**src/rtl/apwm_pkg.sv**
```systemverilog
// Shared types and constants for the approximate pattern window matcher.
// Used by every module of the block; depends on nothing else.
`timescale 1ns / 1ps
`default_nettype none

package apwm_pkg;

	// Pattern storage is fixed by the three 64-bit character registers.
	localparam int PAT_CHARS = 24;
	localparam int CODE_W    = 52;
	localparam int CLEN_W    = 5;
	localparam int CFG_IDX_W = 3;
	localparam int CFG_W     = 64;

	// Configuration register indexes.
	localparam logic [CFG_IDX_W-1:0] CFG_PATTERN_LENGTH = 3'd0;
	localparam logic [CFG_IDX_W-1:0] CFG_MISMATCH_BUDGET = 3'd1;
	localparam logic [CFG_IDX_W-1:0] CFG_INDEL_BUDGET = 3'd2;
	localparam logic [CFG_IDX_W-1:0] CFG_PAT_LOW = 3'd3;
	localparam logic [CFG_IDX_W-1:0] CFG_PAT_MID = 3'd4;
	localparam logic [CFG_IDX_W-1:0] CFG_PAT_HIGH = 3'd5;

	// Alignment step codes.
	localparam logic [1:0] STEP_MATCH  = 2'd0;
	localparam logic [1:0] STEP_INSERT = 2'd1;
	localparam logic [1:0] STEP_DELETE = 2'd2;
	localparam logic [1:0] STEP_SUBST  = 2'd3;

	typedef struct packed {
		logic [7:0] text_char;
		logic       last_char;
	} text_word_t;

	typedef struct packed {
		logic [31:0]       window_start_index;
		logic [1:0]        mismatches_used;
		logic [1:0]        indels_used;
		logic [2:0]        edit_distance;
		logic [CODE_W-1:0] alignment_code;
		logic [CLEN_W-1:0] code_length;
	} match_word_t;

	// Status from the search sequencer to the top level.
	typedef struct packed {
		logic busy;
		logic done;
		logic hit;
	} srch_stat_t;

	// Alignment found by the search sequencer.
	typedef struct packed {
		logic [1:0]        mm_used;
		logic [1:0]        id_used;
		logic [2:0]        edit_dist;
		logic [CODE_W-1:0] code;
		logic [CLEN_W-1:0] clen;
	} srch_res_t;

endpackage

`default_nettype wire

```
**src/rtl/apwm_window.sv**
```systemverilog
// Text window shift register with fill count and saturating start index.
// Depends on apwm_pkg for the input word type.
`timescale 1ns / 1ps
`default_nettype none

module apwm_window #(
	parameter int MAX_PATTERN = 23
) (
	input  wire                              clk,
	input  wire                              arst_n,
	input  wire                              accept,
	input  apwm_pkg::text_word_t             word,
	input  wire [$clog2(MAX_PATTERN+1)-1:0]  len,
	output logic                             start,
	output logic [31:0]                      position,
	output logic [MAX_PATTERN*8-1:0]         window
);

	localparam int LW = $clog2(MAX_PATTERN + 1);

	logic [MAX_PATTERN*8-1:0] store_q;
	logic [LW-1:0]            fill_q;
	logic [LW-1:0]            fill_n;
	logic [31:0]              pos_q;

	// Fill count after this word, saturating at the window depth.
	assign fill_n   = (fill_q == LW'(MAX_PATTERN)) ? fill_q : fill_q + LW'(1);
	assign start    = accept && (fill_n >= len);
	assign position = pos_q;
	assign window   = store_q;

	// Newest byte enters at the top of the store.
	always_ff @(posedge clk) begin
		if (accept) begin
			store_q <= (MAX_PATTERN*8)'({word.text_char, store_q} >> 8);
		end
	end

	// Fill count and window start index; both restart after the final byte.
	always_ff @(posedge clk or negedge arst_n) begin
		if (!arst_n) begin
			fill_q <= '0;
			pos_q  <= '0;
		end else if (accept) begin
			if (word.last_char) begin
				fill_q <= '0;
				pos_q  <= '0;
			end else begin
				fill_q <= fill_n;
				if (start && (pos_q != 32'hFFFF_FFFF)) begin
					pos_q <= pos_q + 32'd1;
				end
			end
		end
	end

endmodule

`default_nettype wire

```
**src/rtl/apwm_search.sv**
```systemverilog
// Depth-first backtracking search sequencer with a shift-register move stack.
// Depends on apwm_pkg for step codes and the status and result types.
`timescale 1ns / 1ps
`default_nettype none

module apwm_search #(
	parameter int MAX_PATTERN = 23
) (
	input  wire                              clk,
	input  wire                              arst_n,
	input  wire                              start,
	input  wire [$clog2(MAX_PATTERN+1)-1:0]  len,
	input  wire [1:0]                        mm_budget,
	input  wire [1:0]                        id_budget,
	input  wire [apwm_pkg::PAT_CHARS*8-1:0]  pattern,
	input  wire [MAX_PATTERN*8-1:0]          window,
	input  wire                              take,
	output apwm_pkg::srch_stat_t             stat,
	output apwm_pkg::srch_res_t              res
);

	localparam int LW    = $clog2(MAX_PATTERN + 1);
	localparam int IDX_W = (MAX_PATTERN > 1) ? $clog2(MAX_PATTERN) : 1;
	localparam int DW    = $clog2(MAX_PATTERN + 4);
	localparam int SW    = 2 * (MAX_PATTERN + 3);

	typedef enum logic [1:0] {S_IDLE, S_EXPAND, S_BACK, S_DONE} state_t;

	state_t         state_q;
	logic [LW-1:0]  pl_q, tl_q;
	logic [1:0]     mm_q, id_q;
	logic [DW-1:0]  depth_q;
	logic [SW-1:0]  stack_q;
	logic [IDX_W-1:0] base_q;
	logic           hit_q;

	logic [IDX_W:0] widx;
	logic [4:0]     pidx;
	logic [7:0]     pat_b, win_b;
	logic           terminal;
	logic [1:0]     top;
	logic [LW-1:0]  ppl, ptl;
	logic [1:0]     pmm, pid;
	logic [SW+apwm_pkg::CODE_W-1:0] code_ext;
	logic [DW+apwm_pkg::CLEN_W-1:0] clen_ext;
	logic [1:0]     mu, iu;

	// Character pair under comparison at the current node.
	assign widx     = {1'b0, base_q} + (IDX_W+1)'(tl_q) - (IDX_W+1)'(1);
	assign pidx     = 5'(pl_q - LW'(1));
	assign pat_b    = pattern[pidx*8 +: 8];
	assign win_b    = window[widx[IDX_W-1:0]*8 +: 8];
	assign terminal = (pl_q == '0) || (tl_q == '0);

	// Parent node recovered by undoing the move on top of the stack.
	assign top = stack_q[1:0];
	always_comb begin
		ppl = pl_q;
		ptl = tl_q;
		pmm = mm_q;
		pid = id_q;
		case (top)
			apwm_pkg::STEP_MATCH: begin
				ppl = pl_q + LW'(1);
				ptl = tl_q + LW'(1);
			end
			apwm_pkg::STEP_INSERT: begin
				ppl = pl_q + LW'(1);
				pid = id_q + 2'd1;
			end
			apwm_pkg::STEP_DELETE: begin
				ptl = tl_q + LW'(1);
				pid = id_q + 2'd1;
			end
			default: begin
				ppl = pl_q + LW'(1);
				ptl = tl_q + LW'(1);
				pmm = mm_q + 2'd1;
			end
		endcase
	end

	// Sequencer: one node expansion or one backtrack step per cycle.
	always_ff @(posedge clk or negedge arst_n) begin
		if (!arst_n) begin
			state_q <= S_IDLE;
			depth_q <= '0;
			hit_q   <= 1'b0;
			pl_q    <= '0;
			tl_q    <= '0;
			mm_q    <= '0;
			id_q    <= '0;
			stack_q <= '0;
			base_q  <= '0;
		end else begin
			unique case (state_q)
				S_IDLE: begin
					if (start) begin
						state_q <= S_EXPAND;
						pl_q    <= len;
						tl_q    <= len;
						mm_q    <= mm_budget;
						id_q    <= id_budget;
						depth_q <= '0;
						stack_q <= '0;
						base_q  <= IDX_W'(MAX_PATTERN - int'(len));
					end
				end
				S_EXPAND: begin
					if (terminal) begin
						hit_q   <= 1'b1;
						state_q <= S_DONE;
					end else if (pat_b == win_b) begin
						stack_q <= {stack_q[SW-3:0], apwm_pkg::STEP_MATCH};
						depth_q <= depth_q + DW'(1);
						pl_q    <= pl_q - LW'(1);
						tl_q    <= tl_q - LW'(1);
					end else if (id_q != 2'd0) begin
						stack_q <= {stack_q[SW-3:0], apwm_pkg::STEP_INSERT};
						depth_q <= depth_q + DW'(1);
						pl_q    <= pl_q - LW'(1);
						id_q    <= id_q - 2'd1;
					end else if (mm_q != 2'd0) begin
						stack_q <= {stack_q[SW-3:0], apwm_pkg::STEP_SUBST};
						depth_q <= depth_q + DW'(1);
						pl_q    <= pl_q - LW'(1);
						tl_q    <= tl_q - LW'(1);
						mm_q    <= mm_q - 2'd1;
					end else begin
						state_q <= S_BACK;
					end
				end
				S_BACK: begin
					if (depth_q == '0) begin
						hit_q   <= 1'b0;
						state_q <= S_DONE;
					end else if (top == apwm_pkg::STEP_INSERT) begin
						// Insertion failed, so try deletion at the same node.
						stack_q[1:0] <= apwm_pkg::STEP_DELETE;
						pl_q    <= ppl;
						tl_q    <= ptl - LW'(1);
						mm_q    <= pmm;
						id_q    <= pid - 2'd1;
						state_q <= S_EXPAND;
					end else if ((top == apwm_pkg::STEP_DELETE) && (pmm != 2'd0)) begin
						// Deletion failed, so try substitution at the same node.
						stack_q[1:0] <= apwm_pkg::STEP_SUBST;
						pl_q    <= ppl - LW'(1);
						tl_q    <= ptl - LW'(1);
						mm_q    <= pmm - 2'd1;
						id_q    <= pid;
						state_q <= S_EXPAND;
					end else begin
						// No alternative left: pop the move and keep unwinding.
						stack_q <= {2'b00, stack_q[SW-1:2]};
						depth_q <= depth_q - DW'(1);
						pl_q    <= ppl;
						tl_q    <= ptl;
						mm_q    <= pmm;
						id_q    <= pid;
					end
				end
				S_DONE: begin
					if (take) begin
						state_q <= S_IDLE;
					end
				end
				default: state_q <= S_IDLE;
			endcase
		end
	end

	// The stack already holds the deepest step in its lowest bits.
	assign code_ext = {{apwm_pkg::CODE_W{1'b0}}, stack_q};
	assign clen_ext = {{apwm_pkg::CLEN_W{1'b0}}, depth_q};
	assign mu       = mm_budget - mm_q;
	assign iu       = id_budget - id_q;

	assign stat.busy = (state_q != S_IDLE);
	assign stat.done = (state_q == S_DONE);
	assign stat.hit  = hit_q;

	assign res.mm_used   = mu;
	assign res.id_used   = iu;
	assign res.edit_dist = {1'b0, mu} + {1'b0, iu};
	assign res.code      = code_ext[apwm_pkg::CODE_W-1:0];
	assign res.clen      = clen_ext[apwm_pkg::CLEN_W-1:0];

endmodule

`default_nettype wire

```
**src/rtl/approx_pattern_window_matcher_core.sv**
```systemverilog
// Top level of the approximate pattern window matcher: configuration
// registers, text window, search sequencer and output register.
// Depends on apwm_pkg, apwm_window and apwm_search.
//
// Usage: text bytes arrive one word at a time on text_valid/text_stall.
// Once pattern_length bytes have been seen, every byte starts a backtracking
// search of the pattern against the window; a successful alignment leaves one
// word on match_valid/match_stall. A word with last_char set ends the text and
// restarts the window and the start index.
// A byte that does not complete a window is taken while the sequencer is idle.
// A byte that starts a search is followed by the node expansions and backtrack
// steps and the release of the result, so the next byte is taken only after
// that search ends, the longest wait coming when heavy backtracking with
// budgets of three explores every node. The single search sequencer sets
// this pace, and text_stall stays high while it runs. A found result waits
// in the output register while match_stall is high, and the sequencer holds
// its next result until the register frees. Reset clears the window fill,
// the start index and both handshakes; the registers return to length 23,
// budgets of one and an all-zero pattern.
`timescale 1ns / 1ps
`default_nettype none

module approx_pattern_window_matcher_core #(
	parameter int MAX_PATTERN = 23
) (
	input  wire                                clk,
	input  wire                                arst_n,
	input  wire                                text_valid,
	output logic                               text_stall,
	input  apwm_pkg::text_word_t               text_word,
	output logic                               match_valid,
	input  wire                                match_stall,
	output apwm_pkg::match_word_t              match_word,
	input  wire                                cfg_we,
	input  wire [apwm_pkg::CFG_IDX_W-1:0]      cfg_index,
	input  wire [apwm_pkg::CFG_W-1:0]          cfg_data
);

	localparam int LW = $clog2(MAX_PATTERN + 1);

	logic [4:0]                        len_cfg_q;
	logic [1:0]                        mm_budget_q;
	logic [1:0]                        id_budget_q;
	logic [apwm_pkg::PAT_CHARS*8-1:0]  pattern_q;
	logic [LW-1:0]                     len;
	logic                              accept;
	logic                              start;
	logic [31:0]                       position;
	logic [31:0]                       pos_q;
	logic [MAX_PATTERN*8-1:0]          window;
	logic                              take;
	logic                              load;
	logic                              match_valid_q;
	apwm_pkg::match_word_t             match_word_q;
	apwm_pkg::srch_stat_t              stat;
	apwm_pkg::srch_res_t               res;

	// Configuration registers.
	always_ff @(posedge clk or negedge arst_n) begin
		if (!arst_n) begin
			len_cfg_q   <= 5'd23;
			mm_budget_q <= 2'd1;
			id_budget_q <= 2'd1;
			pattern_q   <= '0;
		end else if (cfg_we) begin
			unique case (cfg_index)
				apwm_pkg::CFG_PATTERN_LENGTH:  len_cfg_q <= cfg_data[4:0];
				apwm_pkg::CFG_MISMATCH_BUDGET: mm_budget_q <= cfg_data[1:0];
				apwm_pkg::CFG_INDEL_BUDGET:    id_budget_q <= cfg_data[1:0];
				apwm_pkg::CFG_PAT_LOW:         pattern_q[63:0] <= cfg_data;
				apwm_pkg::CFG_PAT_MID:         pattern_q[127:64] <= cfg_data;
				apwm_pkg::CFG_PAT_HIGH:        pattern_q[191:128] <= cfg_data;
				default: ;
			endcase
		end
	end

	// Effective length: zero acts as one, and lengths beyond the store clamp.
	always_comb begin
		if (len_cfg_q == 5'd0) begin
			len = LW'(1);
		end else if (32'(len_cfg_q) > 32'(MAX_PATTERN)) begin
			len = LW'(MAX_PATTERN);
		end else begin
			len = LW'(len_cfg_q);
		end
	end

	assign accept     = text_valid && !text_stall;
	assign text_stall = stat.busy;

	apwm_window #(
		.MAX_PATTERN(MAX_PATTERN)
	) u_window (
		.clk      (clk),
		.arst_n   (arst_n),
		.accept   (accept),
		.word     (text_word),
		.len      (len),
		.start    (start),
		.position (position),
		.window   (window)
	);

	// Start index of the window under search.
	always_ff @(posedge clk) begin
		if (start) begin
			pos_q <= position;
		end
	end

	apwm_search #(
		.MAX_PATTERN(MAX_PATTERN)
	) u_search (
		.clk       (clk),
		.arst_n    (arst_n),
		.start     (start),
		.len       (len),
		.mm_budget (mm_budget_q),
		.id_budget (id_budget_q),
		.pattern   (pattern_q),
		.window    (window),
		.take      (take),
		.stat      (stat),
		.res       (res)
	);

	// A finished search is released once its word, if any, has a place.
	assign take = stat.done && (!stat.hit || !match_valid_q || !match_stall);
	assign load = take && stat.hit;

	// Output register.
	always_ff @(posedge clk or negedge arst_n) begin
		if (!arst_n) begin
			match_valid_q <= 1'b0;
		end else if (load) begin
			match_valid_q <= 1'b1;
		end else if (!match_stall) begin
			match_valid_q <= 1'b0;
		end
	end

	always_ff @(posedge clk) begin
		if (load) begin
			match_word_q.window_start_index <= pos_q;
			match_word_q.mismatches_used    <= res.mm_used;
			match_word_q.indels_used        <= res.id_used;
			match_word_q.edit_distance      <= res.edit_dist;
			match_word_q.alignment_code     <= res.code;
			match_word_q.code_length        <= res.clen;
		end
	end

	assign match_valid = match_valid_q;
	assign match_word  = match_word_q;

`ifndef SYNTHESIS
	// No text word may be taken while a search is running.
	a_no_accept_busy: assert property (@(posedge clk) disable iff (!arst_n)
		stat.busy |-> !accept)
		else $error("text word accepted during a search");

	// A result is only loaded when the output register is free or draining.
	a_no_overwrite: assert property (@(posedge clk) disable iff (!arst_n)
		(match_valid_q && match_stall) |-> !load)
		else $error("pending result overwritten");

	// The reported distance is the sum of both counts.
	a_dist_sum: assert property (@(posedge clk) disable iff (!arst_n)
		match_valid |-> (match_word.edit_distance ==
			{1'b0, match_word.mismatches_used} + {1'b0, match_word.indels_used}))
		else $error("edit distance does not match counts");
`endif

endmodule

`default_nettype wire
```
**config.mk**
```make
export PLATFORM = sky130hd
export DESIGN_NAME = approx_pattern_window_matcher_core
export DESIGN_NICKNAME = d
export VERILOG_FILES = /design/src/rtl/apwm_pkg.sv /design/src/rtl/apwm_window.sv /design/src/rtl/apwm_search.sv /design/src/rtl/approx_pattern_window_matcher_core.sv
export SDC_FILE = /design/constraint.sdc
export NUM_CORES = 1
export LEC_CHECK = 0
export BUFFER_PORTS_ARGS = -buffer_cell sky130_fd_sc_hd__buf_2
export CAP_MARGIN = 20
export CORE_MARGIN = 2
export CORE_UTILIZATION = 55
export CTS_CLUSTER_DIAMETER = 200
export DETAILED_ROUTE_END_ITERATION = 10
export HOLD_SLACK_MARGIN = 0.02
export PLACE_DENSITY = 0.85
export SYNTH_ARGS = -nofsm -noshare
export SYNTH_HDL_FRONTEND = slang
export SYNTH_SLANG_ARGS = --single-unit
```
**constraint.sdc**
```tcl
create_clock -name clk -period 6.3 [get_ports clk]
set_input_delay 1.575 -clock clk [delete_from_list [all_inputs] [get_ports clk]]
set_output_delay 1.575 -clock clk [all_outputs]
set_load 0.01 [all_outputs]
```
==> results of run 1 <==
[area by class of cell]
| cell class | count | area, sq um |
|---|---|---|
| multi-input combinational | 993 | 9630 |
| sequential | 630 | 17300 |
| timing repair buffer | 209 | 1180 |
| fill | 3430 | 18000 |
| clock inverter | 26 | 235 |
| antenna | 2 | 5.00 |
| tap | 664 | 831 |
| clock buffer | 88 | 1760 |
| inverter | 50 | 191 |
[power groups by stage]
| stage | clock [W] | combinational [W] | sequential, W |
|---|---|---|---|
| after detailed placement | 0 | 0.00778 | 0.00591 |
| after global routing | 0.00382 | 0.00851 | 0.00595 |
| after floorplan | 0 | 0.00596 | 0.00577 |
| final | 0.00358 | 0.00795 | 0.00586 |
| after CTS | 0.00365 | 0.00787 | 0.00585 |
| after global placement | 0 | 0.00750 | 0.00586 |
[worst max-delay path, delay by kind of cell (launching register included)]
kind                     cells  cell delay, ns
adder cells (fa/ha/maj)      3            1.49
AO/OA/AOI/OAI                2            0.59
AND/OR/NAND/NOR              3            1.62
multiplexers                 3            0.93
buffers and inverters        3            0.50
flip-flops                   1            0.41
[kinds of logic (layout without fill, tap and decap cells)]
| family | count (synthesis) | count (layout) | share of synthesized area |
|---|---|---|---|
| adders and majority gates | 41 | 41 | 0.0194 |
| and+or+nand+nor | 249 | 249 | 0.0475 |
| other | 0 | 2 | 0 |
| DFF | 630 | 630 | 0.630 |
| muxes | 411 | 411 | 0.201 |
| AOI/OAI and AO/OA | 237 | 237 | 0.0623 |
| xor gates and xnor gates | 55 | 55 | 0.0175 |
| buffers and inverters | 140 | 373 | 0.0223 |
[through the flow]
stage	hold slack [ns]	setup slack (ns)	area, sq um	utilization	instances
after global routing	0.423	0.427	31200	0.634	2661
after detailed placement	0.405	0.775	29100	0.592	2542
after floorplan	0.400	0.930	27500	-	1763
final	0.418	0.625	31200	0.634	2662
after CTS	0.418	0.746	31100	0.633	2656
after global placement	0.403	0.930	29100	0.592	2542
[cells in the final DEF (no fill, tap or decap), types with 36 or more instances in the layout]
master / Yosys / final
nand2_1: 50 / 49
ha_1: 38 / 36
edfxtp_1: 312 / 312
mux2_4: 45 / 45
a21oi_1: 41 / 40
mux2_2: 236 / 236
nor2_1: 52 / 51
dfrtp_1: 312 / 311
buf_2: 13 / 179
mux2i_1: 57 / 57
o21ai_0: 42 / 42
clkbuf_16: 0 / 63
a22o_1: 50 / 50
inv_1: 49 / 48
mux4_2: 73 / 73
[flip-flops by register name, summed over array words and instances, names as in the netlist, 32 cells and up]
register and cells:
pattern_q 192, u_window.window 184, match_word 96, u_search.stack_q 52, pos_q 32, u_window.position 32
[worst paths after layout]
check | from | endpoint | slack (ns) | depth (start not counted)
worst max-delay path | u_search.tl_q[1]$_DFFE_PN0P_ | u_search.tl_q[4]$_DFFE_PN0P_ | 0.63 | 14
worst min register to register | pos_q[13]$_DFFE_PP_ | match_word[77]$_DFFE_PP_ | 0.42 | 0
worst max register to register | u_search.tl_q[1]$_DFFE_PN0P_ | u_search.tl_q[4]$_DFFE_PN0P_ | 0.63 | 14
worst min-delay path | pos_q[13]$_DFFE_PP_ | match_word[77]$_DFFE_PP_ | 0.42 | 0
min in group asynchronous | arst_n | u_search.stack_q[30]$_DFFE_PN0P_ | 1.02 | 1
max in group asynchronous | arst_n | u_window.position[12]$_DFFE_PN0P_ | 3.86 | 2
[cell usage after synthesis (all sizes together) (24+ instances only)]
master | n | area [sq um]
dfrtp | 312 | 7810
edfxtp | 312 | 9370
mux2 | 281 | 3330
mux4 | 73 | 1640
clkbuf | 59 | 221
mux2i | 57 | 571
nor2 | 52 | 195
a22o | 50 | 438
inv | 50 | 188
nand2 | 50 | 188
o21ai | 45 | 240
a21oi | 41 | 205
ha | 38 | 475
buf | 31 | 204
xnor2 | 31 | 272
nand3 | 30 | 150
xor2 | 24 | 210
[layer usage]
| metal | up-vias | global-route usage | part of all wire |
|---|---|---|---|
| li1 | 7116 | - | - |
| met1 | 8273 | 0.303 | 0.42 |
| met2 | 589 | 0.354 | 0.49 |
| met5 | - | 0 | 0.0012 |
| met4 | 12 | 0.0695 | 0.027 |
| met3 | 117 | 0.0465 | 0.068 |
==> out/results.tsv, run 1 <==
metric	value	unit
synthArstFlopShare	0.505	
grt_pass1_vias	16600	
grt_overflow_total	0	
grt_max_degree	134	
avgSynthCellArea	15.6	sq um
yosysWarnings	0	
cts_setup_buffers	0	
antenna_found_initial	8	
internal-power	0.0109	W
finalSetupViolations	0	
syn_area	0.0275	sq mm
endpoint_kind	flop	
finalHoldViolations	0	
syn-instance-count	1763	
drt_iter0_markers	1741	
route.detailed.drc	0	
ctsResizeCount	0	
die_area	0.0519	sq mm
path_clk_slew	0.06	ns
cp.arrival	6.19	ns
antenna_left	0	
rows	81	
fmax	176	MHz
ys_types	72	
totalWireLength	56800	um
cts_tree	done	
cp_slowest_cell	fa_2	
combPwrFrac	0.457	
power_density	558	mW/mm^2
wl_per_cell	21.3	um
syn-num-nets	1885	
place_congestion	0.893	
switching_share	0.375	
cts.path.max_buffers	3	
track_usage	0.220	
cts_sinks	630	
drv_cap	0	
status	completed	
yosysSeqAreaShare	0.630	
drtPass1Iterations	5	
cts_made_buffers	61	
cts_hold_buf	0	
tns	0	ns
cts-root-buf	clkbuf_16	
syn_to_final_growth	13.2	%
via_per_inst	6.05	
relSlewSlack	0.252	
core	0.0492	sq mm
irDropWorstVdd	0.540	mV
synth-edff-count	312	
clock_skew	0.0176	ns
ys.flop_type	edfxtp_1	
power.static_leakage	12.6	nW
clkLatencyLatePin	0.63	ns
tightest_slew	1.11	ns
worstSetupPathType	reg2reg	
required	6.81	ns
drv_slew	0	
post_route_cells_drive_above_1_share	0.345	
period_needed	5.67	ns
rsz0062_at_grt	false	
clkPwrFrac	0.206	
io-pin-count	179	
post-route-period-util	0.901	
power.switching	0.00651	W
die_h	228	um
port_buffers	178	
worst_path_most_repeated_cell	inv_1	
initial_utilization	0.560	
cts_htree_levels	2	
ys_seq_elements	630	
die_w	228	um
power_frac_seq	0.337	
critPathMaxStageDelay	1.00	ns
cp_max_fo	26	
crit_chain	inv_1, ha_1, inv_1, ha_2, fa_2, buf_4, mux4_2, mux2i_1, o211ai_1, nand3_1, or4b_4, nor4_1, o21ai_1, mux2_2	
start_kind	flop	
final_nets	2067	
dp_hpwl	37100	um
grt_pass1_wl	92000	um
vias	16100	
power	0.0174	W
hold_class	reg2reg	
(Power assumes the default switching activity.)
==> run 2, diff against run 1 <==
--- a/config.mk
+++ b/config.mk
@@ -5,6 +5,7 @@
 export SDC_FILE = /design/constraint.sdc
 export NUM_CORES = 1
 export LEC_CHECK = 0
+export ABC_CLOCK_PERIOD_IN_PS = 6300
 export BUFFER_PORTS_ARGS = -buffer_cell sky130_fd_sc_hd__buf_2
 export CAP_MARGIN = 20
 export CORE_MARGIN = 2
==> constraint.sdc (replaced) <==
create_clock -name clk -period 6.3 [get_ports clk]
set_input_delay 0.315 -clock clk [delete_from_list [all_inputs] [get_ports clk]]
set_output_delay 0.315 -clock clk [all_outputs]
set_load 0.01 [all_outputs]
==> out/results.tsv, run 2 (synthesis gave the netlist of run 1 again) <==
metric	value	unit	change
status	completed		
r2r_cells	14		unchanged
antenna_left	0		unchanged
ctsResizeCount	0		unchanged
vias	16500		+2.3%
tns	0	ns	unchanged
clkPwrFrac	0.211		+0.005
cts_tree	done		
crit_chain	inv_1, ha_1, inv_1, ha_2, buf_4, mux4_2, nand2b_1, a21oi_1, a311oi_1, o21ai_0, a211o_1, nor4_1, o21ai_1, mux2_2		
critPathMaxStageDelay	0.89	ns	-0.11 ns
relSlewSlack	0.287		+0.0347
totalWireLength	58200	um	+2.5%
critPathBufInv	3		unchanged
grt_overflow_total	0		unchanged
via_per_inst	6.02		-0.51%
cts-root-buf	clkbuf_16		
grt_max_degree	168		+25%
endpoint_kind	flop		
cts_htree_levels	2		unchanged
initial_utilization	0.560		unchanged
cts_sinks	630		unchanged
rr_startpoint	u_search.tl_q[1]$_DFFE_PN0P_		
power.switching	0.00682	W	+4.7%
power_density	558	mW/mm^2	about the same
switching_share	0.382		+0.00735
die_h	228	um	unchanged
reg2reg_slack	0.71	ns	+0.09 ns
rows	81		unchanged
cp_slowest_cell	nor4_1		
crit_family	compound AO/OA/AOI/OAI gates		
internal-power	0.0110	W	+1.5%
core	0.0492	sq mm	unchanged
grt_pass1_wl	93700	um	+1.9%
worstHoldStart	cfg_index[2]		
io-pin-count	179		unchanged
cp.depth	14		unchanged
die_area	0.0519	sq mm	unchanged
grt_pass1_vias	17100		+3.0%
rsz0062_at_grt	false		
drt_iter0_markers	1639		-5.9%
cp_max_fo	21		-19%
dp_hpwl	37000	um	-0.37%
path_clk_slew	0.07	ns	about the same
hold_end	id_budget_q[0]$_DFFE_PN1P_		
start_kind	flop		
route.detailed.drc	0		unchanged
timing.rr.end	u_search.tl_q[0]$_DFFE_PN0P_		
drtPass1Iterations	6		+1
layout_common_cells	312 x edfxtp_1, 311 x dfrtp_1, 236 x mux2_2		
port_buffers	178		unchanged
wl_per_cell	21.3	um	-0.27%
power.static_leakage	12.9	nW	+2.7%
final_common_cell	edfxtp_1		
post-route-period-util	0.887		-0.0140
top_register	pattern_q		
hold_class	in2reg		
required	6.81	ns	about the same
final_nets	2138		+3.4%
irDropWorstVdd	0.490	mV	-9.3%
finalHoldViolations	0		unchanged
place_congestion	0.868		-2.8%
antenna_found_initial	9		+1
hold_depth	4		+4
post_route_cells_drive_above_1_share	0.338		-0.00700
tightest_slew	1.07	ns	-0.0418 ns
worstSetupPathType	reg2reg		
power_frac_seq	0.327		-0.010
drv_slew	0		unchanged
clock_skew	0.0195	ns	+0.00186 ns
cp.arrival	6.09	ns	-0.10 ns
drv_cap	0		unchanged
die_w	228	um	unchanged
track_usage	0.224		+0.00421
syn_to_final_growth	16.1	%	
combPwrFrac	0.462		+0.005
finalWorstSetupSlack	0.713	ns	+0.0879 ns
period_needed	5.59	ns	-0.0879 ns
place_worst_setup_slack	0.920	ns	+0.145 ns
clkLatencyLatePin	0.63	ns	about the same
finalSetupViolations	0		unchanged
fmax	179	MHz	+1.6%
cts_made_buffers	61		unchanged
largest_register_ffs	192		unchanged
fillCellCount	3243		-5.5%
worst_path_most_repeated_cell	inv_1		
cts.path.max_buffers	3		unchanged
run 2: repair_timing:
action / 4_1_cts / 5_1_grt
endpoints found under the setup margin: 0 / 0
hold buffers: 73 / 0
buffers inserted: 0 / 0
hold endpoints to repair: 271 / 0
run 2: tightest hold or removal path, delay by kind of cell:
kind,cells,cell delay (ns)
buffers and inverters,1,0.12
and+or+nand+nor,2,0.16
AOI/OAI and AO/OA,1,0.07
run 2: power by group through the flow:
| stage | combinational (W) | clock, W | sequential, W |
|---|---|---|---|
| 5_1_grt | 0.00882 | 0.00399 | 0.00591 |
| 2_1_floorplan | 0.00596 | 0 | 0.00581 |
| 4_1_cts | 0.00817 | 0.00383 | 0.00583 |
| 3_3_place_gp | 0.00770 | 0 | 0.00582 |
| 6_report | 0.00825 | 0.00377 | 0.00584 |
| 3_5_place_dp | 0.00801 | 0 | 0.00589 |
run 2: final cells by class:
| cell class | count | area, sq um | area share |
|---|---|---|---|
| diodes | 5 | 12.5 | 0.000391 |
| clock buffers | 76 | 1680 | 0.0524 |
| clock inverters | 38 | 405 | 0.0127 |
| inverters | 50 | 193 | 0.00602 |
| multi-input cells | 993 | 9630 | 0.301 |
| flip-flops and latches | 630 | 17300 | 0.542 |
| well taps | 664 | 831 | 0.0260 |
| repair buffers | 280 | 1890 | 0.0592 |
run 2: per-layer routing:
metal / share of wire / GRT usage / vias to the layer above
li1: - / - / 7279
met1: 0.41 / 0.300 / 8424
met2: 0.50 / 0.375 / 654
met3: 0.066 / 0.0378 / 105
met4: 0.023 / 0.0746 / 8
met5: 0.00089 / 0 / -
run 2: per-stage QoR:
stage	total power (W)	utilization	instances	hold WS [ns]	instance area [sq um]
final	0.0179	0.651	2736	0.0516	32000
after global routing	0.0187	0.651	2735	0.0528	32000
after CTS	0.0178	0.649	2727	0.0314	31900
after detailed placement	0.0139	0.592	2540	0.309	29100
after global placement	0.0135	0.592	2540	0.316	29100
after floorplan	0.0118	-	1763	0.0194	27500
run 2: worst max-delay path by stage:
stage                               startpoint                           endpoint
2_1_floorplan  u_search.state_q[0]$_DFFE_PN0P_  u_window.position[29]$_DFFE_PN0P_
3_3_place_gp      u_search.tl_q[1]$_DFFE_PN0P_       u_search.tl_q[4]$_DFFE_PN0P_
3_5_place_dp      u_search.tl_q[1]$_DFFE_PN0P_       u_search.tl_q[0]$_DFFE_PN0P_
4_1_cts           u_search.tl_q[1]$_DFFE_PN0P_       u_search.tl_q[0]$_DFFE_PN0P_
5_1_grt           u_search.tl_q[1]$_DFFE_PN0P_       u_search.tl_q[0]$_DFFE_PN0P_
6_report          u_search.tl_q[1]$_DFFE_PN0P_       u_search.tl_q[0]$_DFFE_PN0P_
